--- src/rtl/fnps_pkg.sv ---
// Shared types and constants for the filtered nearest point search block.
// No dependencies; imported by every module of the block.
package fnps_pkg;

  localparam int COORD_W    = 24;
  localparam int TAG_W      = 16;
  localparam int MAG_W      = COORD_W + 1;
  localparam int SQ_W       = 2 * MAG_W - 1;
  localparam int DIST_W     = 50;
  localparam int SLOT_OUT_W = 12;

  localparam int QUEUE_DEPTH = 8;
  localparam int QPTR_W      = $clog2(QUEUE_DEPTH);
  localparam int QCNT_W      = $clog2(QUEUE_DEPTH + 1);

  localparam int APB_DATA_W = 32;
  localparam int APB_ADDR_W = 5;

  localparam logic [DIST_W-1:0] DIST_MAX = {DIST_W{1'b1}};

  typedef enum logic [2:0] {
    REG_QUERY_X      = 3'd0,
    REG_QUERY_Y      = 3'd1,
    REG_QUERY_Z      = 3'd2,
    REG_WANT_TYPE    = 3'd3,
    REG_WANT_SUBTYPE = 3'd4,
    REG_EITHER_MATCH = 3'd5
  } reg_idx_e;

  typedef struct packed {
    logic signed [COORD_W-1:0] query_x;
    logic signed [COORD_W-1:0] query_y;
    logic signed [COORD_W-1:0] query_z;
    logic [TAG_W-1:0]          want_type;
    logic [TAG_W-1:0]          want_subtype;
    logic                      either_match;
  } cfg_t;

  // One classified request as it travels from front to back.
  typedef struct packed {
    logic                  qual;
    logic                  last;
    logic [SLOT_OUT_W-1:0] slot;
    logic [DIST_W-1:0]     sq_dist;
  } q_entry_t;

endpackage

--- src/rtl/fnps_queue.sv ---
// Short request queue between front and back ends.
// Depends on fnps_pkg.
module fnps_queue
  import fnps_pkg::*;
(
  input  logic              clk_i,
  input  logic              rst_ni,
  input  logic              push_i,
  input  q_entry_t          push_data_i,
  input  logic              pop_i,
  output logic              empty_o,
  output q_entry_t          head_o,
  output logic [QCNT_W-1:0] count_o
);

  q_entry_t          entry_q [QUEUE_DEPTH];
  logic [QPTR_W-1:0] wr_ptr_q, rd_ptr_q;
  logic [QCNT_W-1:0] count_q, count_d;
  logic              do_pop;

  assign empty_o = (count_q == '0);
  assign head_o  = entry_q[rd_ptr_q];
  assign count_o = count_q;
  assign do_pop  = pop_i & ~empty_o;

  always_comb begin
    count_d = count_q;
    if (push_i && !do_pop) begin
      count_d = count_q + QCNT_W'(1);
    end else if (!push_i && do_pop) begin
      count_d = count_q - QCNT_W'(1);
    end
  end

  always_ff @(posedge clk_i or negedge rst_ni) begin
    if (!rst_ni) begin
      wr_ptr_q <= '0;
      rd_ptr_q <= '0;
      count_q  <= '0;
    end else begin
      count_q <= count_d;
      if (push_i) begin
        wr_ptr_q <= wr_ptr_q + QPTR_W'(1);
      end
      if (do_pop) begin
        rd_ptr_q <= rd_ptr_q + QPTR_W'(1);
      end
    end
  end

  always_ff @(posedge clk_i) begin
    if (push_i) begin
      entry_q[wr_ptr_q] <= push_data_i;
    end
  end

endmodule

--- config.mk ---
export PLATFORM = sky130hd
export DESIGN_NAME = fnps_queue
export DESIGN_NICKNAME = d
export VERILOG_FILES = /design/src/rtl/fnps_pkg.sv /design/src/rtl/fnps_queue.sv
export SDC_FILE = /design/constraint.sdc
export NUM_CORES = 1
export LEC_CHECK = 0
export BUFFER_PORTS_ARGS = -buffer_cell sky130_fd_sc_hd__buf_2
export CAP_MARGIN = 20
export CORE_ASPECT_RATIO = 1.2
export CORE_MARGIN = 2
export CORE_UTILIZATION = 55
export DETAILED_ROUTE_END_ITERATION = 7
export GPL_TIMING_DRIVEN = 0
export HOLD_SLACK_MARGIN = 0.08
export PLACE_DENSITY = 0.73
export SYNTH_ARGS = -nofsm -noshare
export SYNTH_HDL_FRONTEND = slang
export SYNTH_SLANG_ARGS = --single-unit
--- constraint.sdc ---
create_clock -name clk_i -period 17.38 [get_ports clk_i]
set_clock_uncertainty 0.15 [all_clocks]
set_input_delay 0.869 -clock clk_i [delete_from_list [all_inputs] [get_ports clk_i]]
set_output_delay 0.869 -clock clk_i [all_outputs]
set_load 0.01 [all_outputs]
== After elaboration in Yosys (flattened, before gate mapping) ==
Memory sizes are Yosys's and may differ from the RTL's.
Index checks and enable logic that the tools add are counted.
Word-level totals
  output and inout bits: 69
  bits in registers: 10
  bits in writable memories: 512
  memories: 1
  word-level logic and storage cells: 20
Memory list
  entry_q: words 8, bits a word 64, read ports 1, clocked after Yosys merged registers in 0, write ports 1, line fnps_queue.sv:16  | q_entry_t entry_q [QUEUE_DEPTH];
Cells by class
  add/sub/neg operators: 4
  multiplexer cells: 4
  bitwise operators: 2
  reductions and logical operators: 6
Operators by type and width (count)
  2-to-1 mux 4 bit: 2
  adder 3 x 1 -> 3 bit (second input constant): 2
  adder 4 x 1 -> 4 bit (second input constant): 1
  logical NOT 4 bit: 1
  subtractor 4 x 1 -> 4 bit (second input constant): 1
  logical AND 1 bit: 2
  logical NOT 1 bit: 2
  2-to-1 mux 1 bit: 2
  nonzero test 2 bit: 1
  AND 1 bit: 1
  NOT 1 bit: 1

== Logic depth before layout (Yosys ltp) ==
  depth in word-level cells: 6
  gate-level depth with buffers: 7
  gate-level depth less buffers: 7

== Least setup slack after synthesis ==
OpenSTA, ideal clock, no wires.
  path kind: input-to-reg
  from: in push_i
  to: mem entry_q[0][0] (netlist bit), enable pin
  data required time: 16.665 ns
  data arrival time: 5.314 ns
  stages: 2
  slack: 11.351 ns
  buffers on the path: 0
  cell sequence: nand2b_1 -> nor3_1
Between the ends
  cells in the longest elaborated chain, start to end: 2
Ends and longest elaborated chain
  start: declaration: line fnps_queue.sv:8  | input logic push_i,
  2-to-1 mux 1 bit: line fnps_queue.sv:52  | if (push_i) begin
  2-to-1 mux 1 bit (implied by the code): line fnps_queue.sv:53  | entry_q[wr_ptr_q] <= push_data_i;
  end: declaration: line fnps_queue.sv:16
Every way passes these cells.

==> results <==
- The number of H-tree branching levels is 2.
- Before antenna repair, the detailed router went through 5 iterations.
- The largest single stage delay on the critical path is 0.62 ns.
- The peak fanout along the critical path is 10.
- The die is 177 um wide.
- The area growth from synthesis to layout is 17.3%.
- Setup slack on the critical path of the routed design comes to 13.50 ns.
- The area of the core is 35800 um^2.
- Once the clock tree was built, the resizer swapped 0 gates to a different size.
- The average routed wire per standard cell is 25.0 um.
- The HPWL reported at the end of detailed placement is 23900 um.
- The count of port buffers added during placement is 136.
- The cell count after synthesis is 799.
- The maximum frequency from static timing analysis is 258 MHz.
- The root buffer selected by CTS is sky130_fd_sc_hd__clkbuf_16.
- The slew at the pin closest to its max-slew limit is 0.921 ns.
- The final clock period utilization by the worst path is 0.223.
- Entering global routing, the biggest net connects 26 pins.
- STA puts the critical path data arrival time at 2.86 ns.
- Counting along the longest clock path gives a buffer depth of 3.
- The run finished with clean final reports.
- The number of clock buffers inserted by TritonCTS is 49.
- The share of total power dissipated in combinational logic is 0.315.
- The relative contribution of the clock network to total power is 0.273.
- The sequential element share of the synthesized area is 0.788.
- The netlist area before placement is 19800 um^2.
- The class of the most critical setup path is flip-flop to primary output.
- Clock tree synthesis found a total of 522 sinks.
- The number of rows created at floorplan is 76.
- The net count of the finished layout is 1091.
- The power per cell area is 170 nW/um^2.
- After detailed routing, the total wire length is 38300 um.
- The proportion of layout cells with a drive suffix above 1 is 0.429.
- Of the total power, the share spent switching nets is 0.284.
- After clock tree synthesis, the clock-pin slew on the worst setup and hold paths is 0.06 ns.
- For the final routed database, the setup TNS stands at 0 ns.
- The cell type with the highest occurrence count on the critical path is sky130_fd_sc_hd__buf_2.
- The count of different cell masters after synthesis is 29.
- 137 I/O pins were placed.
- The via count of the first global-routing pass came to 9325.
- The total count of max-transition violations in the final report came to 0.
- Counting I/O delays and the setup requirement, the final critical path takes 3.88 ns.
- In this run the vertical extent of the chip is 212 um.
- The initial antenna violation count is 6.
- The final number of setup-violating endpoints is 0.
- In this run the power spent charging and discharging nets is 1120 uW.
- The worst hold path belongs to the class primary input to flip-flop.
- The congestion estimate from routability-driven global placement came to 0.676.
- The number of DRC markers after the initial detailed-route iteration is 816.
- TritonCTS built the clock tree.
- In the layout the commonest cells are sky130_fd_sc_hd__edfxtp_1 (512), sky130_fd_sc_hd__buf_2 (139), sky130_fd_sc_hd__mux4_2 (128).
- The tightest slew margin relative to the limit is 0.386.
- The largest individual stage delay along the critical path comes from the cell sky130_fd_sc_hd__buf_1.
- Detailed routing inserted a total of 8911 vias.
- The net count after synthesis is 873.
- After detailed routing, the number of vias per cell comes to 5.83.
- The mean post-synth cell area is 24.8 um^2.
- The Yosys step of the flow raised 0 warnings.
- Setup repair after global routing left no endpoint under its margin.
- IR analysis of the VDD net gives a maximum drop of 0.109 mV.
- The first global-routing pass estimated 57300 um of wire.
- Across the run, the number of max-cap violations was 0.
- The die area is 37600 um^2.
- The element type at the critical path start is a flip-flop.
- The library cell used most frequently in the layout, excluding fill and tap cells, is sky130_fd_sc_hd__edfxtp_1.
- After synthesis the netlist holds a flip-flop and latch count of 522.
- The global route total overflow is 0.
- The initial utilization of the core area, before any placement, comes to 0.554.
- Walking the worst path, the cells encountered are buf_2 -> buf_1 -> mux4_2 -> mux2_2 -> buf_2.
- The number of hold violations in the final report is 0.
- The count of placed standard cells in the final layout, fillers left out is 1529.
- At the later pin of the worst-skew pair, clock insertion delay measures 0.56 ns.
- The total leakage power is 0.00763 uW.
- The sequential power share is 0.413.
- The DRC violation count after routing is 0.
- The internal power component is 2830 uW.
- The worst setup path is captured at a primary output.
- The cell count after placement is 1433.
- Timing analysis after detailed placement gives a worst setup slack of 14.04 ns.
- The required time at the endpoint of the critical path is 16.36 ns.
- For this run, the total global-route usage over all layers was measured as 0.211.
- The count of antenna-violating nets left after detailed routing is 0.
## critical path: cells and delay by family, from the launching register on
family / cells / cell delay, ns
DFF: 1 / 0.43
muxes: 2 / 0.74
buffers and inverters: 3 / 1.12
## stage by stage
stage                util  instance area, um^2  power (uW)  hold slack (ns)
CTS                 0.650                23200        4010            0.394
finish              0.650                23300        3950            0.423
global route        0.650                23200        4130            0.415
global placement    0.590                21100        2890            0.381
floorplan               -                19800        2480            0.367
detailed placement  0.604                21600        2930            0.403
## state kept, by name, summed over array words and instances (netlist names)
signal    cells
rd_ptr_q      3
count_o       4
wr_ptr_q      3
entry_q     512
## logic make-up (layout without fill, tap and decap cells)
kind of cell	Yosys count	in the layout	share of synthesized area
fa+ha+maj	6	6	0.00417
flops	522	522	0.788
simple gates	24	24	0.00587
buf+inv	38	297	0.0119
compound gates	7	7	0.00290
other cells	0	3	0
mux	196	196	0.184
xor+xnor	6	6	0.00265
## metal layers
metal  GRT usage  wire [um]  vias to the layer above
li1            -          -                     3876
met1       0.280      15400                     4729
met2       0.363      19900                      237
met3      0.0424       2230                       61
met4      0.0506        668                        8
met5           0         51                        -
## layout make-up
cell class	instances	area, um^2
Antenna cell	3	7.51
Sequential cell	522	15600
Clock inverter	27	309
Tap cell	468	586
Timing Repair Buffer	167	1150
Clock buffer	65	1330
Fill cell	2402	12500
Buffer	36	229
Inverter	2	7.51
Multi-Input combinational cell	239	4010
## power groups by stage
stage / registers (uW) / logic [uW] / clock network (uW)
finish: 1630 / 1240 / 1080
global placement: 1690 / 1200 / 0
CTS: 1630 / 1280 / 1100
global route: 1640 / 1340 / 1150
floorplan: 1660 / 818 / 0
detailed placement: 1660 / 1270 / 0
## Yosys cell counts
| cell | count | area, um^2 |
|---|---|---|
| sky130_fd_sc_hd__mux2i_1 | 1 | 10.0 |
| sky130_fd_sc_hd__clkbuf_1 | 10 | 37.5 |
| sky130_fd_sc_hd__o211ai_1 | 2 | 15.0 |
| sky130_fd_sc_hd__nand3b_1 | 1 | 7.51 |
| sky130_fd_sc_hd__o21ai_0 | 1 | 5.00 |
| sky130_fd_sc_hd__a2111o_1 | 1 | 11.3 |
| sky130_fd_sc_hd__nand3_1 | 2 | 10.0 |
| sky130_fd_sc_hd__fa_1 | 1 | 20.0 |
| sky130_fd_sc_hd__or4_1 | 1 | 7.51 |
| sky130_fd_sc_hd__nand2_1 | 5 | 18.8 |
| sky130_fd_sc_hd__nor4_1 | 1 | 6.26 |
| sky130_fd_sc_hd__nor2_1 | 7 | 26.3 |
| sky130_fd_sc_hd__buf_6 | 11 | 124 |
| sky130_fd_sc_hd__mux2_2 | 67 | 754 |
| sky130_fd_sc_hd__buf_2 | 3 | 15.0 |
| sky130_fd_sc_hd__o41ai_2 | 1 | 16.3 |
| sky130_fd_sc_hd__xor2_1 | 2 | 17.5 |
| sky130_fd_sc_hd__dfrtp_1 | 10 | 250 |
| sky130_fd_sc_hd__ha_1 | 5 | 62.6 |
| sky130_fd_sc_hd__buf_1 | 10 | 37.5 |
| sky130_fd_sc_hd__mux4_2 | 128 | 2880 |
| sky130_fd_sc_hd__buf_4 | 2 | 15.0 |
| sky130_fd_sc_hd__xnor2_1 | 4 | 35.0 |
| sky130_fd_sc_hd__nand2b_1 | 3 | 18.8 |
| sky130_fd_sc_hd__inv_1 | 2 | 7.51 |
| sky130_fd_sc_hd__or3_1 | 1 | 6.26 |
| sky130_fd_sc_hd__nor3_1 | 3 | 15.0 |
| sky130_fd_sc_hd__a21oi_1 | 2 | 10.0 |
| sky130_fd_sc_hd__edfxtp_1 | 512 | 15400 |
## timing repair
item / 4_1_cts / 5_1_grt
setup buffers: 0 / 0
hold buffers: 1 / 0
hold endpoints to repair: 10 / 0
## path summary, 6_finish.rpt
| check | slack [ns] | cells past startpoint | to | startpoint |
|---|---|---|---|---|
| worst max-delay path | 13.50 | 5 | head_o[36] | rd_ptr_q[1]$_DFFE_PN0P_ |
| worst min-delay path | 0.42 | 1 | entry_q[1][20]$_DFFE_PP_ | push_data_i[20] |
| worst max register to register | 14.37 | 7 | count_o[3]$_DFFE_PN0P_ | count_o[0]$_DFFE_PN0P_ |
| worst min register to register | 0.42 | 1 | wr_ptr_q[1]$_DFFE_PN0P_ | wr_ptr_q[1]$_DFFE_PN0P_ |
| max in group asynchronous | 16.32 | 2 | wr_ptr_q[1]$_DFFE_PN0P_ | rst_ni |
| min in group asynchronous | 0.56 | 2 | count_o[0]$_DFFE_PN0P_ | rst_ni |
No activity file was read; power rests on OpenSTA's default activity.
