## src/rtl/fnps_pkg.sv

```systemverilog
// Shared types and constants for the filtered nearest point search block.
// No dependencies; imported by every module of the block.
package fnps_pkg;

  localparam int COORD_W    = 24;
  localparam int TAG_W      = 16;
  localparam int MAG_W      = COORD_W + 1;
  localparam int SQ_W       = 2 * MAG_W - 1;
  localparam int DIST_W     = 50;
  localparam int SLOT_OUT_W = 12;

  localparam int QUEUE_DEPTH = 8;
  localparam int QPTR_W      = $clog2(QUEUE_DEPTH);
  localparam int QCNT_W      = $clog2(QUEUE_DEPTH + 1);

  localparam int APB_DATA_W = 32;
  localparam int APB_ADDR_W = 5;

  localparam logic [DIST_W-1:0] DIST_MAX = {DIST_W{1'b1}};

  typedef enum logic [2:0] {
    REG_QUERY_X      = 3'd0,
    REG_QUERY_Y      = 3'd1,
    REG_QUERY_Z      = 3'd2,
    REG_WANT_TYPE    = 3'd3,
    REG_WANT_SUBTYPE = 3'd4,
    REG_EITHER_MATCH = 3'd5
  } reg_idx_e;

  typedef struct packed {
    logic signed [COORD_W-1:0] query_x;
    logic signed [COORD_W-1:0] query_y;
    logic signed [COORD_W-1:0] query_z;
    logic [TAG_W-1:0]          want_type;
    logic [TAG_W-1:0]          want_subtype;
    logic                      either_match;
  } cfg_t;

  // One classified request as it travels from front to back.
  typedef struct packed {
    logic                  qual;
    logic                  last;
    logic [SLOT_OUT_W-1:0] slot;
    logic [DIST_W-1:0]     sq_dist;
  } q_entry_t;

endpackage

```

## src/rtl/fnps_front.sv

```systemverilog
// Front end: accepts points, applies the tag filter, numbers the slots and
// works out the squared distance over three stages. Depends on fnps_pkg.
module fnps_front
  import fnps_pkg::*;
#(
  parameter int MAX_POINTS = 4096
) (
  input  logic                      clk_i,
  input  logic                      rst_ni,
  input  cfg_t                      cfg_i,
  input  logic                      in_valid_i,
  output logic                      in_stall_o,
  input  logic signed [COORD_W-1:0] point_x_i,
  input  logic signed [COORD_W-1:0] point_y_i,
  input  logic signed [COORD_W-1:0] point_z_i,
  input  logic [TAG_W-1:0]          point_type_i,
  input  logic [TAG_W-1:0]          point_subtype_i,
  input  logic                      slot_used_i,
  input  logic                      last_point_i,
  input  logic [QCNT_W-1:0]         q_count_i,
  output logic                      push_o,
  output q_entry_t                  push_data_o
);

  localparam int SLOT_W = $clog2(MAX_POINTS);

  logic                   accept;
  logic [SLOT_W-1:0]      slot_q, slot_d;
  logic [1:0]             inflight;
  logic [QCNT_W:0]        credit_used;

  // stage A: magnitudes of the differences
  logic                   a_valid_q;
  logic                   a_qual_q, a_last_q;
  logic [SLOT_OUT_W-1:0]  a_slot_q;
  logic [MAG_W-1:0]       a_mag_q [3];
  logic [MAG_W-1:0]       a_mag_d [3];
  logic signed [MAG_W-1:0] diff [3];
  logic                   tmatch, smatch, qual;

  // stage B: squares
  logic                   b_valid_q;
  logic                   b_qual_q, b_last_q;
  logic [SLOT_OUT_W-1:0]  b_slot_q;
  logic [SQ_W-1:0]        b_sq_q [3];
  logic [2*MAG_W-1:0]     prod [3];

  // stage C: sum
  logic                   c_valid_q;
  q_entry_t               c_entry_q, c_entry_d;

  assign accept = in_valid_i & ~in_stall_o;

  // Credit check: queue occupancy plus everything still in the stages.
  assign inflight    = 2'(a_valid_q) + 2'(b_valid_q) + 2'(c_valid_q);
  assign credit_used = (QCNT_W+1)'(q_count_i) + (QCNT_W+1)'(inflight);
  assign in_stall_o  = credit_used >= (QCNT_W+1)'(QUEUE_DEPTH);

  always_comb begin
    tmatch = (cfg_i.want_type == '0) || (cfg_i.want_type == point_type_i);
    smatch = (cfg_i.want_subtype == '0) || (cfg_i.want_subtype == point_subtype_i);
    qual   = slot_used_i & (cfg_i.either_match ? (tmatch | smatch) : (tmatch & smatch));

    diff[0] = MAG_W'(point_x_i) - MAG_W'(cfg_i.query_x);
    diff[1] = MAG_W'(point_y_i) - MAG_W'(cfg_i.query_y);
    diff[2] = MAG_W'(point_z_i) - MAG_W'(cfg_i.query_z);
    for (int i = 0; i < 3; i++) begin
      a_mag_d[i] = diff[i][MAG_W-1] ? MAG_W'(-diff[i]) : MAG_W'(diff[i]);
    end

    for (int i = 0; i < 3; i++) begin
      prod[i] = {{MAG_W{1'b0}}, a_mag_q[i]} * {{MAG_W{1'b0}}, a_mag_q[i]};
    end

    c_entry_d.qual    = b_qual_q;
    c_entry_d.last    = b_last_q;
    c_entry_d.slot    = b_slot_q;
    c_entry_d.sq_dist = DIST_W'(b_sq_q[0]) + DIST_W'(b_sq_q[1]) + DIST_W'(b_sq_q[2]);
  end

  // Slot numbering wraps at the table size and restarts after a last point.
  always_comb begin
    slot_d = slot_q;
    if (accept) begin
      if (last_point_i || (slot_q == SLOT_W'(MAX_POINTS - 1))) begin
        slot_d = '0;
      end else begin
        slot_d = slot_q + SLOT_W'(1);
      end
    end
  end

  always_ff @(posedge clk_i or negedge rst_ni) begin
    if (!rst_ni) begin
      slot_q    <= '0;
      a_valid_q <= 1'b0;
      b_valid_q <= 1'b0;
      c_valid_q <= 1'b0;
    end else begin
      slot_q    <= slot_d;
      a_valid_q <= accept;
      b_valid_q <= a_valid_q;
      c_valid_q <= b_valid_q;
    end
  end

  always_ff @(posedge clk_i) begin
    a_qual_q  <= qual;
    a_last_q  <= last_point_i;
    a_slot_q  <= SLOT_OUT_W'(slot_q);
    b_qual_q  <= a_qual_q;
    b_last_q  <= a_last_q;
    b_slot_q  <= a_slot_q;
    for (int i = 0; i < 3; i++) begin
      a_mag_q[i] <= a_mag_d[i];
      b_sq_q[i]  <= SQ_W'(prod[i]);
    end
    c_entry_q <= c_entry_d;
  end

  assign push_o      = c_valid_q;
  assign push_data_o = c_entry_q;

endmodule

```

## config.mk

```make
export PLATFORM = sky130hd
export DESIGN_NAME = fnps_front
export DESIGN_NICKNAME = d
export VERILOG_FILES = /design/src/rtl/fnps_pkg.sv /design/src/rtl/fnps_front.sv
export SDC_FILE = /design/constraint.sdc
export NUM_CORES = 2
export LEC_CHECK = 0
export ABC_AREA = 1
export BUFFER_PORTS_ARGS = -buffer_cell sky130_fd_sc_hd__buf_4
export CAP_MARGIN = 20
export CELL_PAD_IN_SITES_DETAIL_PLACEMENT = 1
export CELL_PAD_IN_SITES_GLOBAL_PLACEMENT = 1
export CORE_UTILIZATION = 33
export CTS_CLUSTER_DIAMETER = 40
export CTS_CLUSTER_SIZE = 20
export DETAILED_ROUTE_END_ITERATION = 6
export GPL_TIMING_DRIVEN = 0
export PLACE_DENSITY = 0.72
export SYNTH_ARGS = -nofsm -noshare
export SYNTH_HDL_FRONTEND = slang
export SYNTH_SLANG_ARGS = --single-unit
```

## constraint.sdc

```tcl
create_clock -name clk_i -period 17.6 [get_ports clk_i]
set_input_delay 2.64 -clock clk_i [delete_from_list [all_inputs] [get_ports clk_i]]
set_output_delay 2.64 -clock clk_i [all_outputs]
set_load 0.005 [all_outputs]
```

======== Word-level counts from Yosys, hierarchy flattened ========
Memories as Yosys holds them, arrays and structs flattened.
Index checks and enable logic that the tools add are counted.
operators by class
  add/sub/neg operators ................... 12
  multipliers ............................. 3
  magnitude comparators ................... 1
  equality and inequality tests ........... 3
  mux-type cells .......................... 5
  bitwise logic cells ..................... 5
  reductions and logical operators ........ 5
operators with widths
  cell                   count
  $mul 25x25->49         3
  $mux 25                3
  $neg 25->25            3
  $sub 24x24->25         3
  $add 49x49->50         1
  $add 50x49->50         1
  $eq 16x16->1           2
  $logic_not 16->1       2
  $add 12x1->12 const B  1
  $eq 12x12->1 const B   1
  $mux 12                1
  $add 4x2->5            1
  $ge 5x4->1 const B     1
  $and 1x1->1            3
  $logic_or 1x1->1       3
  $add 1x1->2            1
  $add 2x1->2            1
  $mux 1                 1
  $not 1->1              1
  $or 1x1->1             1
word-level totals
  bits in registers ....................... 107
  bits in writable memories ............... 222
  input port bits ......................... 218
  output and inout port bits .............. 66
  word-level logic and storage cells ...... 50
  memories ................................ 2
memories
  memory   words  bits a word  rd ports  clocked after Yosys merged registers in  wr ports  RTL line          source
  b_sq_q   3      49           3         0                                        3         fnps_front.sv:45  logic [SQ_W-1:0] b_sq_q [3];
  a_mag_q  3      25           3         0                                        3         fnps_front.sv:36  logic [MAG_W-1:0] a_mag_q [3];

======== Depth between registers and ports, before layout ========
  depth in word-level cells ............... 6
  gate-level depth with buffers ........... 34
  gate-level depth less buffers ........... 32

======== Worst setup path before layout ========
OpenSTA, ideal clock, no wires.
  path kind ............................... input to output
  start point ............................. in q_count_i[0]
  end point ............................... out in_stall_o
  arrival time ............................ 3.972 ns
  data required time ...................... 14.960 ns
  setup slack ............................. 10.988 ns
  stages on the path ...................... 5
  buffers on the path ..................... 0
  cells stage by stage .................... fa_1 -> ha_1 -> fa_1 -> o21ai_0 -> o21ai_0
on the way
  word-level cells in the longest chain between the ends .. 2
ends and longest elaborated chain
  item         RTL line          source
  from (decl)  fnps_front.sv:20  input logic [QCNT_W-1:0] q_count_i,
  $add 4x2->5  fnps_front.sv:56  assign credit_used = (QCNT_W+1)'(q_count_i) + (QCNT_W+1)'(inflight);
  $ge 5x4->1   fnps_front.sv:57  assign in_stall_o = credit_used >= (QCNT_W+1)'(QUEUE_DEPTH);
  to (decl)    fnps_front.sv:12  output logic in_stall_o,
No other way between the ends.

==> impl_metrics.py <==
metrics = {
    "worst_setup_path": {
        "worst_ep_arrival_time_ns": 9.12,
        "crit_buf_inv": 6,
        "critPathSlowestCell": "clkbuf_1",
        "r2r_start": "a_mag_q[0][8]$_DFF_P_",
        "endpoint_kind": "flip-flop",
        "path_max_fanout": 10,
        "crit_cells": 23,
        "r2r_end": "b_sq_q[0][44]$_DFF_P_",
        "start_kind": "flip-flop",
        "worstRegToRegCells": 23,
        "path_class": "reg -> reg",
        "path_delay_family": "adder cells",
        "required_ns": 18.17,
        "crit_top_cell": "fa_1",
        "regToRegSetupSlack_ns": 9.05,
        "cp_cell_sequence": "clkbuf_1, clkbuf_1, nand2_1, fa_1, inv_1, fa_1, inv_1, fa_1, fa_1, inv_1, fa_1, fa_1, fa_1, ha_1, nand2_1, nor2_1, inv_1, nor4_1, nand3_1, nand3_1, nand2_1, nand2_1, xor2_1",
        "critPathMaxStageDelay_ns": 0.93,
    },
    "outcome": {
        "status": "finished, final reports clean",
    },
    "grt": {
        "grt_max_degree": 19,
        "antenna_found_initial": 14,
        "grt_overflow": 0,
        "track_usage_pct": 22.5,
        "grt_pass1_vias": 69300,
        "grt_first_pass_wirelength_um": 395000,
    },
    "synth": {
        "synth_edf_count": 0,
        "syn_area_per_cell_sq_um": 7.82,
        "yosysSeqAreaShare_pct": 8.89,
        "yosysTopAreaCell": "fa_1",
        "synth.area.top_cells": "fa_1, inv_1, ha_1",
        "yosysWarnings": 0,
        "synth_flop_cell": "dfxtp_1",
        "synth_cell_type_count": 52,
        "netlist_area_sq_mm": 0.0742,
        "async_flop_share_pct": 4.60,
        "ys_seq_elements": 326,
        "netlist_instances": 9499,
        "synth_top_area_share_pct": 39.2,
    },
    "timing": {
        "fin_tns_setup_ns": 0,
        "worstMarginPinSlew_ns": 1.20,
        "fmax_ghz": 0.117,
        "setup_viol": 0,
        "max_slew_margin_pct": 20.3,
        "slew_violations": 0,
        "rsz0062_at_grt": "no",
        "fin_crit_sh_pct": 48.6,
        "hold_viol_final": 0,
        "skew_ns": 0.0505,
        "post-route-min-period_ns": 8.55,
    },
    "hold_path": {
        "hold_class": "reg -> reg",
        "hp-start": "b_slot_q[11]$_DFF_P_",
        "min_to": "push_data_o[61]$_DFF_P_",
        "hold_path_depth": 0,
    },
    "die": {
        "row_count": 173,
        "dieArea_sq_mm": 0.227,
        "die_h_um": 476,
        "ios": 284,
        "start_util_pct": 33.3,
        "die_w_um": 476,
        "core-area_sq_mm": 0.223,
    },
    "clocking": {
        "clockBufferDepth": 3,
        "numCtsBuffers": 55,
        "ctsHoldBuffers": 0,
        "root_buffer": "clkbuf_16",
        "htreeDepth": 2,
        "clk_pin_slew_ns": 0.07,
        "clock_latency_ns": 0.69,
        "cts_resized": 0,
        "cts.sinks": 326,
        "cts_tree": "yes",
        "cts_setup_buffers": 0,
    },
    "routing": {
        "wire_per_inst_um": 19.7,
        "route.vias.total": 61000,
        "wirelength_um": 254000,
        "ant_nets": 0,
        "drcViolationCount": 0,
        "firstDrtPassIters": 5,
        "routed_via_density": 4.74,
        "initialDrtViolationCount": 3062,
    },
    "cells_and_area": {
        "multi_input_area_sq_mm": 0.0558,
        "regArea_sq_mm": 0.00660,
        "area.growth.synth_to_final_pct": 10.7,
        "fin_util_pct": 36.9,
        "layout_commonest_cell": "inv_1",
        "layout_common_cells": "inv_1, nand2_1, fa_1",
        "fillCellCount": 27500,
        "drive_gt1_share_pct": 4.61,
        "nNetsFinal": 12200,
    },
    "place": {
        "numPortBuffers": 283,
        "gp_congestion": 0.945,
        "dpl.hpwl_um": 222000,
    },
    "job": {
        "drv_cap": 0,
    },
}
[flip-flops by register name, summed over array words and instances (netlist names)]
| register | count |
|---|---|
| a_mag_q | 75 |
| b_last_q | 1 |
| a_qual_q | 1 |
| a_slot_q | 12 |
| b_qual_q | 1 |
| push_data_o | 64 |
| a_last_q | 1 |
| push_o | 1 |
| b_valid_q | 1 |
| slot_q | 12 |
| b_sq_q | 144 |
| b_slot_q | 12 |
| a_valid_q | 1 |
[Yosys cell counts, types with 5 or more instances]
library cell / number
nand2_2: 15
nand4_1: 51
xnor2_1: 105
nor3_1: 54
xor2_1: 184
nand3_2: 7
a21oi_1: 302
nand3b_1: 25
o21ai_0: 163
ha_1: 681
nor2_1: 469
o21a_1: 12
o221ai_1: 5
dfxtp_1: 311
o21bai_1: 27
o21ai_1: 9
a21o_1: 41
nor4_1: 32
inv_2: 7
inv_1: 2937
nor2_2: 8
dfrtp_1: 15
or2_2: 10
a31oi_1: 43
a21boi_0: 15
nand3_1: 241
and3_1: 6
fa_1: 1453
nand2_1: 2019
clkbuf_1: 201
[per-layer routing]
layer	wire length, um	vias up	global-route usage (%)
met1	110000	31000	29.2
li1	-	28200	-
met5	10	-	0
met3	12700	349	2.51
met4	8540	2	7.05
met2	122000	1499	39.1
[logic make-up (layout without fill, tap and decap cells)]
group | count (synthesis) | after routing | share of synthesized area [%]
and+or+nand+nor | 2950 | 2950 | 16.1
buffers and inverters | 3152 | 3541 | 16.0
other | 1 | 8 | 0.00505
AOI/OAI and AO/OA | 643 | 643 | 4.87
adders and majority gates | 2134 | 2134 | 50.7
xor gates and xnor gates | 293 | 293 | 3.50
DFF | 326 | 326 | 8.89
[worst max path at each step]
stage / slack (ns) / from / endpoint
3_5_place_dp: 9.23 / a_mag_q[0][8]$_DFF_P_ / b_sq_q[0][40]$_DFF_P_
3_3_place_gp: 9.27 / a_mag_q[0][8]$_DFF_P_ / b_sq_q[0][40]$_DFF_P_
4_1_cts: 9.16 / a_mag_q[0][36]$_DFF_P_ / b_sq_q[0][86]$_DFF_P_
6_report: 9.05 / a_mag_q[0][8]$_DFF_P_ / b_sq_q[0][44]$_DFF_P_
2_1_floorplan: 10.99 / q_count_i[0] / in_stall_o
5_1_grt: 8.62 / a_mag_q[0][36]$_DFF_P_ / b_sq_q[0][86]$_DFF_P_
[through the flow]
step / instance area, sq um / setup slack, ns / hold slack (ns) / instances
2_1_floorplan: 74200 / 10.99 / 0.310 / 9501
3_5_place_dp: 80100 / 9.23 / 0.313 / 12800
3_3_place_gp: 80100 / 9.27 / 0.312 / 12800
5_1_grt: 82200 / 8.62 / 0.329 / 12900
4_1_cts: 82100 / 9.16 / 0.329 / 12900
6_report: 82200 / 9.05 / 0.326 / 12900
[worst reg2reg max path: stages (launching register included)]
cell and delay [ns]:
dfxtp_1 0.53, clkbuf_1 0.65, clkbuf_1 0.93, nand2_1 0.29, fa_1 0.59, inv_1 0.05
fa_1 0.50, inv_1 0.05, fa_1 0.41, fa_1 0.61, inv_1 0.08, fa_1 0.56
fa_1 0.43, fa_1 0.50, ha_1 0.47, nand2_1 0.14, nor2_1 0.20, inv_1 0.13
nor4_1 0.44, nand3_1 0.14, nand3_1 0.24, nand2_1 0.09, nand2_1 0.09, xor2_1 0.33
[final cells by class]
class | instances | area share [%]
timing repair buffer | 286 | 2.64
buffer | 208 | 0.994
inverter | 2944 | 13.4
tap | 2975 | 4.53
sequential | 326 | 8.03
antenna | 5 | 0.0152
multi-input combinational | 6023 | 67.9
clock buffer | 59 | 1.76
clock inverter | 44 | 0.716
Power is left out: the tool's default activity adds up to more than one toggle a clock period on the data nets, which glitch-free logic cannot reach.
