<file path="src/rtl/fnps_pkg.sv">
// Shared types and constants for the filtered nearest point search block.
// No dependencies; imported by every module of the block.
package fnps_pkg;

  localparam int COORD_W    = 24;
  localparam int TAG_W      = 16;
  localparam int MAG_W      = COORD_W + 1;
  localparam int SQ_W       = 2 * MAG_W - 1;
  localparam int DIST_W     = 50;
  localparam int SLOT_OUT_W = 12;

  localparam int QUEUE_DEPTH = 8;
  localparam int QPTR_W      = $clog2(QUEUE_DEPTH);
  localparam int QCNT_W      = $clog2(QUEUE_DEPTH + 1);

  localparam int APB_DATA_W = 32;
  localparam int APB_ADDR_W = 5;

  localparam logic [DIST_W-1:0] DIST_MAX = {DIST_W{1'b1}};

  typedef enum logic [2:0] {
    REG_QUERY_X      = 3'd0,
    REG_QUERY_Y      = 3'd1,
    REG_QUERY_Z      = 3'd2,
    REG_WANT_TYPE    = 3'd3,
    REG_WANT_SUBTYPE = 3'd4,
    REG_EITHER_MATCH = 3'd5
  } reg_idx_e;

  typedef struct packed {
    logic signed [COORD_W-1:0] query_x;
    logic signed [COORD_W-1:0] query_y;
    logic signed [COORD_W-1:0] query_z;
    logic [TAG_W-1:0]          want_type;
    logic [TAG_W-1:0]          want_subtype;
    logic                      either_match;
  } cfg_t;

  // One classified request as it travels from front to back.
  typedef struct packed {
    logic                  qual;
    logic                  last;
    logic [SLOT_OUT_W-1:0] slot;
    logic [DIST_W-1:0]     sq_dist;
  } q_entry_t;

endpackage

</file>
<file path="src/rtl/fnps_back.sv">
// Back end: keeps the running best over a scan and registers the result.
// Depends on fnps_pkg.
module fnps_back
  import fnps_pkg::*;
(
  input  logic                  clk_i,
  input  logic                  rst_ni,
  input  logic                  empty_i,
  input  q_entry_t              head_i,
  output logic                  pop_o,
  output logic                  out_valid_o,
  input  logic                  out_stall_i,
  output logic [SLOT_OUT_W-1:0] best_slot_o,
  output logic [DIST_W-1:0]     best_dist_sq_o,
  output logic                  found_o
);

  logic [DIST_W-1:0]     best_q, best_d, best_n;
  logic [SLOT_OUT_W-1:0] idx_q, idx_d, idx_n;
  logic                  have_q, have_d, have_n;
  logic                  take;

  logic                  out_valid_q, out_valid_d;
  logic [SLOT_OUT_W-1:0] out_slot_q;
  logic [DIST_W-1:0]     out_dist_q;
  logic                  out_found_q;
  logic                  emit;

  // A last point needs a free output register; others always go through.
  assign pop_o = ~empty_i & (~head_i.last | ~out_valid_q | ~out_stall_i);
  assign emit  = pop_o & head_i.last;

  always_comb begin
    // first qualifying point always wins; later ones only when strictly nearer
    take   = head_i.qual & (~have_q | (head_i.sq_dist < best_q));
    best_n = take ? head_i.sq_dist : best_q;
    idx_n  = take ? head_i.slot : idx_q;
    have_n = have_q | take;

    best_d = best_q;
    idx_d  = idx_q;
    have_d = have_q;
    if (pop_o) begin
      if (head_i.last) begin
        best_d = DIST_MAX;
        idx_d  = '0;
        have_d = 1'b0;
      end else begin
        best_d = best_n;
        idx_d  = idx_n;
        have_d = have_n;
      end
    end

    out_valid_d = out_valid_q;
    if (emit) begin
      out_valid_d = 1'b1;
    end else if (!out_stall_i) begin
      out_valid_d = 1'b0;
    end
  end

  always_ff @(posedge clk_i or negedge rst_ni) begin
    if (!rst_ni) begin
      best_q      <= DIST_MAX;
      idx_q       <= '0;
      have_q      <= 1'b0;
      out_valid_q <= 1'b0;
    end else begin
      best_q      <= best_d;
      idx_q       <= idx_d;
      have_q      <= have_d;
      out_valid_q <= out_valid_d;
    end
  end

  // While nothing qualified the running best still holds its cleared values.
  always_ff @(posedge clk_i) begin
    if (emit) begin
      out_slot_q  <= idx_n;
      out_dist_q  <= best_n;
      out_found_q <= have_n;
    end
  end

  assign out_valid_o    = out_valid_q;
  assign best_slot_o    = out_slot_q;
  assign best_dist_sq_o = out_dist_q;
  assign found_o        = out_found_q;

endmodule

</file>
<file path="config.mk">
export PLATFORM = sky130hd
export DESIGN_NAME = fnps_back
export DESIGN_NICKNAME = d
export VERILOG_FILES = /design/src/rtl/fnps_pkg.sv /design/src/rtl/fnps_back.sv
export SDC_FILE = /design/constraint.sdc
export NUM_CORES = 1
export LEC_CHECK = 0
export BUFFER_PORTS_ARGS = -buffer_cell sky130_fd_sc_hd__clkbuf_2
export CAP_MARGIN = 20
export CORE_ASPECT_RATIO = 0.8
export CORE_MARGIN = 5
export CORE_UTILIZATION = 55
export DETAILED_ROUTE_END_ITERATION = 8
export GPL_ROUTABILITY_DRIVEN = 1
export GPL_TIMING_DRIVEN = 0
export HOLD_SLACK_MARGIN = 0.1
export PLACE_DENSITY_LB_ADDON = 0.3
export SKIP_LAST_GASP = 1
export SYNTH_ARGS = -nofsm -noshare
export SYNTH_HDL_FRONTEND = slang
export SYNTH_SLANG_ARGS = --single-unit
</file>
<file path="constraint.sdc">
create_clock -name clk_i -period 4.8 [get_ports clk_i]
set_clock_uncertainty 0.2 [all_clocks]
set_input_delay 1.2 -clock clk_i [delete_from_list [all_inputs] [get_ports clk_i]]
set_output_delay 1.2 -clock clk_i [all_outputs]
set_load 0.02 [all_outputs]
</file>
== Yosys cells after proc, flatten, opt, wreduce, memory -nomap -nowiden ==
Cells that the tools add are included.
Storage, ports and cells
  register bits after elaboration: 127
  bits of input ports: 68
  output and inout port bits: 65
  logic and storage cells: 28
Operators by class
  $lt $le $gt $ge: 1
  equality and inequality tests: 1
  mux-type cells: 7
  bitwise operators: 12
Operator list (number)
  2-to-1 mux 50 bit: 2
  < comparator 50 bit: 1
  2-to-1 mux 12 bit: 2
  inverter 1 bit: 5
  OR 1 bit: 4
  bitwise AND 1 bit: 3
  2-to-1 mux 1 bit: 3
  != test 2 x 1 -> 1 bit (second input constant): 1

== Logic depth before layout (Yosys ltp) ==
Gate-level depths: netlist of the first run.
  depth in word-level cells: 6
  gate-level depth with buffers: 11

== Worst setup path after synthesis of the first run ==
No wires, ideal clock.
  path kind: input port to flip-flop
  start point: input port out_stall_i
  end point: register out_dist_q[0] (netlist: best_dist_sq_o[0]), enable pin
  data arrival time: 3708 ps
  required time: 4148 ps
  slack: 440 ps
  cell stages on the path: 5
  cells stage by stage: a31o_2 -> inv_2 -> nand2_1 -> clkinv_1 -> clkbuf_1
Between the ends
  word-level cells in the longest chain between the ends: 4
Ends and longest elaborated chain
  start, declared: RTL line fnps_back.sv:12  | input logic out_stall_i,
  inverter 1 bit: RTL line fnps_back.sv:30  | assign pop_o = ~empty_i & (~head_i.last | ~out_valid_q | ~out_stall_i);
  OR 1 bit: RTL line fnps_back.sv:30
  bitwise AND 1 bit: RTL line fnps_back.sv:30
  bitwise AND 1 bit: RTL line fnps_back.sv:31  | assign emit = pop_o & head_i.last;
  via emit: RTL line fnps_back.sv:27  | logic emit;
  end signal, assigned: RTL line fnps_back.sv:81  | out_dist_q <= best_n;
  end, declared: RTL line fnps_back.sv:25  | logic [DIST_W-1:0] out_dist_q;
The timed path passes the listed nets, and every way through them passes these cells.
A chain may end at the register's enable or synchronous reset.

== Worst setup path after layout of the first run ==
  start point: input port out_stall_i
  end point: output port pop_o
Between the ends
  word-level cells in the longest chain between the ends: 3
Ends and longest elaborated chain
  inverter 1 bit: RTL line fnps_back.sv:30
  OR 1 bit: RTL line fnps_back.sv:30
  bitwise AND 1 bit: RTL line fnps_back.sv:30
  end, declared: RTL line fnps_back.sv:10  | output logic pop_o,
Every way passes these cells.

==> results of run 1 <==
[metrics by stage]
step	setup TNS (ns)	instances
floorplan	0	593
global placement	-46.63	896
detailed placement	0	898
CTS	0	930
global route	0	930
finish	0	930
[cells by family (layout without fill, tap and decap cells)]
| kind of cell | Yosys count | count (layout) |
|---|---|---|
| adder cells (fa/ha/maj) | 49 | 49 |
| buffers and inverters | 85 | 251 |
| AND/OR/NAND/NOR | 103 | 103 |
| AO/OA/AOI/OAI | 105 | 105 |
| multiplexers | 124 | 124 |
| flip-flops | 127 | 127 |
[worst paths after layout]
| check | slack [ns] | from | cells past startpoint | end |
|---|---|---|---|---|
| worst max-delay path | 0.94 | out_stall_i | 5 | pop_o |
| worst min-delay path | 0.33 | out_valid_o | 2 | out_valid_o |
| worst max register to register | 1.51 | best_q[13] | 10 | best_dist_sq_o[44] |
| worst min register to register | 0.33 | out_valid_o | 2 | out_valid_o |
| max in group asynchronous | 3.47 | rst_ni | 2 | best_q[44] |
| min in group asynchronous | 0.60 | rst_ni | 2 | idx_q[11] |
[layout make-up]
cell class	count	area [um2]
plain buffers	32	199
clock buffers	26	509
clock inverters	6	55.1
fillers	930	3810
inverters	53	199
multi-input cells	381	3040
flip-flops and latches	127	3560
well taps	171	214
repair buffers	134	711
[per-layer routing]
metal | up-vias | wire length (um)
li1 | 2490 | -
met1 | 2511 | 7250
met2 | 143 | 7910
met3 | 29 | 1020
met4 | 0 | 289
met5 | - | 0
[critical path: cells and delay by family]
kind,cells,cell delay [ns]
buffers and inverters,4,0.99
AO/OA/AOI/OAI,1,0.27
[where the power goes]
group	internal [uW]	switching (uW)	leakage (uW)
sequential	1420	127	0.00129
clock	775	457	0.000284
combinational	446	512	0.00245
total	2640	1100	0.00402
[registers in the layout, summed over array words and instances, names as in the netlist]
name	flops
best_slot_o	12
found_o	1
out_valid_o	1
idx_q	12
best_dist_sq_o	50
best_q	50
have_q	1
[Yosys cell counts (4+ instances only)]
master	instances
a21o_1	6
a21oi_1	20
a22oi_1	12
buf_4	6
buf_6	7
clkbuf_1	19
dfrtp_1	14
dfstp_2	50
edfxtp_1	63
ha_1	49
inv_1	51
mux2_1	10
mux2_2	52
mux2i_1	62
nand2_1	25
nand3_1	4
nand4_1	9
nor2_1	55
o21ai_0	6
o22ai_1	50
==> flow_summary.yaml, run 1 <==
die:
  ios: 133
  die_height_um: 111
  start_util_pct: 56.9
  die_x_um: 136
  core-area_mm2: 0.0123
  num_rows: 36
  dieArea_mm2: 0.0151
placed_design:
  dpl_cell_area_mm2: 0.00792
  place.gp.congestion: 0.815
  pre_cts_slack_ns: 0.759
  portBuffers: 132
  dp_hpwl_mm: 11.7
synth:
  yosys-top-cells-area: "edfxtp_1 (27%), dfstp_2 (19%), mux2i_1 (8.9%)"
  synthMuxAreaShare_pct: 18.9
  synth_top_area_share_pct: 27.1
  synth_top_area_cell: "edfxtp_1"
  synthArstFlopShare_pct: 50.4
  synth-main-ff-cell: "edfxtp_1"
  synth-edff-count: 63
  ys_ff_latch: 127
  synth-compound-area-share_pct: 9.59
  syn_area_per_cell_um2: 11.8
  synth_xor_area_share_pct: 0
  synth-warning-count: 0
  synthDistinctLibCells: 38
  netlist_instances: 593
  synth_top_family_by_area: "multiplexers"
  synth_simple_gate_area_share_pct: 6.30
  synth_fa_ha_area_share_pct: 8.77
  syn_area_mm2: 0.00699
  synth_nets: 710
  synth-seq-area-share_pct: 50.8
detailed_routing:
  dr.first_iter.drc_count: 321
  ant_nets: 0
  wl_per_cell_um: 17.7
  routed_wl_mm: 16.5
  via_count: 5173
  dr.pass1.iters: 4
  vias_per_cell: 5.56
  drc_errors: 0
worst_setup_path:
  required_ns: 3.40
  slowest_stage: "clkbuf_1"
  critPathMaxStageDelay_ns: 0.47
  crit_type: "in -> out"
  crit_top_cell: "clkbuf_2"
  worst_setup_path_end_kind: "output port"
  cp-start-kind: "primary input"
  crit_fanout: 10
  arrival_ns: 2.46
  crit_chain: "clkbuf_2 > a31o_2 > inv_2 > clkbuf_1 > clkbuf_2"
global_routing:
  grt_pass1_vias: 5467
  grt_busiest_layer: "met2"
  met2_usage_pct: 36.2
  use_met3_pct: 6.26
  met1_usage_pct: 29.3
  grt_overflow_total: 0
  grt_util_all_layers_pct: 22.7
  grt_pass1_wl_mm: 27.0
  grt_max_degree: 65
  antenna_found_initial: 0
power_and_ir_drop:
  irDropWorstVdd_uv: 294
  cellPowerDensity_mw_per_mm2: 440
  p_total_uw: 3730
  p_leak_uw: 0.00402
clock_tree:
  cts_inserted_buffers: 17
  clock_latency_ns: 0.43
  cts_tree: "built"
  postCtsHoldBufs: 0
  path_clk_slew_ns: 0.05
  root_buffer: "clkbuf_16"
  post_cts.repair.setup_buffers: 0
  htreeDepth: 4
  ctsLongestPathBuffers: 2
  post_cts_resized: 0
  clkSinkCount: 127
finish:
  final_core_util_pct: 69.0
  antenna_cells: 0
  final_common_cell: "clkbuf_2"
  final_cell_mix: "clkbuf_2 (131), edfxtp_1 (63), mux2i_1 (62)"
  design_area_mm2: 0.00849
  syn_to_final_growth_pct: 21.3
  layout.nets: 863
  drive_above_1_share_pct: 37.3
sta:
  finalCritPeriodShare_pct: 80.5
  final_hold_viol_count: 0
  finalCriticalPeriod_ns: 3.86
  worst_slew_pin_slew_ns: 0.598
  max_freq_mhz: 259
  holdWs_ns: 0.330
  setup_slack_ns: 0.936
  rsz0062_at_grt: "false"
  setup_viol: 0
  slew_viol_final: 0
  slew_headroom_pct: 60.2
min_path:
  hold_path.class: "reg -> reg"
outcome:
  status: "finished clean"
job:
  drv_cap: 0
Note: power is estimated with default switching activity, not from simulation.
==> inputs of run 2 (changes only) <==
CORE_UTILIZATION = 51   (was 55)
clock period = 3.5 ns   (was 4.8 ns; I/O delays follow)
==> flow_summary.yaml, run 2 (synthesis gave the netlist of run 1 again) <==
outcome:
  status: "finished clean"
worst_setup_path:
  crit_type: "in -> out"
  required_ns: 2.42
  crit_fanout: 10
  cp-start-kind: "primary input"
  worst_setup_path_end_kind: "output port"
  arrival_ns: 2.24
job:
  drv_cap: 0
detailed_routing:
  vias_per_cell: 5.58
  wl_per_cell_um: 17.9
  drc_errors: 0
  via_count: 5248
  dr.first_iter.drc_count: 250
  dr.pass1.iters: 5
  routed_wl_mm: 16.9
  ant_nets: 0
sta:
  finalCritPeriodShare_pct: 94.7
  slew_headroom_pct: 57.2
  setup_viol: 0
  rsz0062_at_grt: "false"
  final_hold_viol_count: 0
  worst_slew_pin_slew_ns: 0.643
  finalCriticalPeriod_ns: 3.31
  slew_viol_final: 0
  max_freq_mhz: 302
clock_tree:
  root_buffer: "clkbuf_16"
  htreeDepth: 4
  clkSinkCount: 127
  ctsLongestPathBuffers: 2
  path_clk_slew_ns: 0.06
  cts_inserted_buffers: 17
  cts_tree: "built"
  clock_latency_ns: 0.43
  postCtsHoldBufs: 0
global_routing:
  antenna_found_initial: 0
  use_met3_pct: 5.74
  grt_pass1_vias: 5447
  met2_usage_pct: 35.3
  grt_overflow_total: 0
  grt_pass1_wl_mm: 27.6
  grt_util_all_layers_pct: 21.7
  grt_busiest_layer: "met2"
  grt_max_degree: 45
  met1_usage_pct: 28.2
power_and_ir_drop:
  netSwitchingPower_uw: 1510
  combinationalPowerShare_pct: 25.5
  p_int_uw: 3690
  irDropWorstVdd_uv: 458
  p_leak_uw: 0.00403
  seq_power_share_pct: 40.8
  swShare_pct: 29.0
  clock_power_share_pct: 33.7
  cellPowerDensity_mw_per_mm2: 610
  p_total_uw: 5200
die:
  dieArea_mm2: 0.0162
  die_height_um: 115
  start_util_pct: 51.8
  ios: 133
  die_x_um: 141
  num_rows: 38
  core-area_mm2: 0.0135
finish:
  final_core_util_pct: 63.1
  syn_to_final_growth_pct: 21.9
  antenna_cells: 0
  drive_above_1_share_pct: 37.1
  fillCellCount: 1077
  final_cell_mix: "clkbuf_2 (131), edfxtp_1 (63), mux2i_1 (62)"
  final_common_cell: "clkbuf_2"
  layout.nets: 865
  stdcell_count: 941
placed_design:
  place.gp.congestion: 0.829
  post-place-cells: 907
  dp_hpwl_mm: 12.1
  portBuffers: 132
min_path:
  hold_path.class: "reg -> reg"
==> run 2: cell count changes in the layout (fill, tap and decap cells not counted) <==
| cell | before | now |
|---|---|---|
| buf_4 | 6 | 8 |
| bufinv_16 | 1 | 3 |
| clkbuf_8 | 5 | 1 |
| clkinv_1 | 1 | 4 |
| clkinv_2 | 5 | 4 |
==> run 2: critical path, cell delays in order <==
cell and delay (ns):
clkbuf_2 0.12, a31o_2 0.25, inv_2 0.17, clkbuf_1 0.53, clkbuf_2 0.28
==> run 2: layout make-up <==
type	count	area (um2)	share of cell area (%)
clock buffers	22	454	5.33
multi-input cells	381	3040	35.7
well taps	180	225	2.64
inverters	53	199	2.33
flip-flops and latches	127	3560	41.7
clock inverters	10	121	1.42
plain buffers	32	199	2.33
repair buffers	136	726	8.51
==> run 2: stage by stage <==
step,hold WS (ns),setup slack (ns),cell area (um2),TNS [ns]
2_1_floorplan,0.300,0.318,6990,0
3_3_place_gp,0.276,-0.309,7880,-37.54
3_5_place_dp,0.315,-0.303,7930,-23.83
4_1_cts,0.328,0.123,8510,0
5_1_grt,0.367,0.0898,8520,0
6_report,0.332,0.187,8520,0
==> run 2: what timing repair did <==
item                       CTS  global route
setup endpoints to repair    0            59
hold endpoints to repair     0             0
buffers inserted             0             2
gates resized for setup      0             0
==> run 2: power groups by stage <==
stage                     combinational, uW  clock (uW)  sequential (uW)
after floorplan                         885           0             2170
after global placement                 1250           0             2120
after detailed placement               1310           0             2140
after CTS                              1330        1780             2120
after global routing                   1470        1860             2150
final                                  1320        1750             2120
==> run 2: final timing paths <==
check	start	to	slack (ns)	cells after the start
min in group asynchronous	rst_ni	best_q[36]	0.54	1
worst max register to register	best_q[13]	best_dist_sq_o[47]	0.27	11
worst min-delay path	out_valid_o	out_valid_o	0.33	2
max in group asynchronous	rst_ni	best_q[42]	2.24	2
worst min register to register	out_valid_o	out_valid_o	0.33	2
worst max-delay path	head_i[62]	pop_o	0.19	5
==> run 2: routing by layer <==
metal | vias up | part of all wire [%]
met2 | 187 | 48
met1 | 2552 | 44
met3 | 21 | 6.5
met4 | 0 | 1.8
li1 | 2488 | -
met5 | - | 0
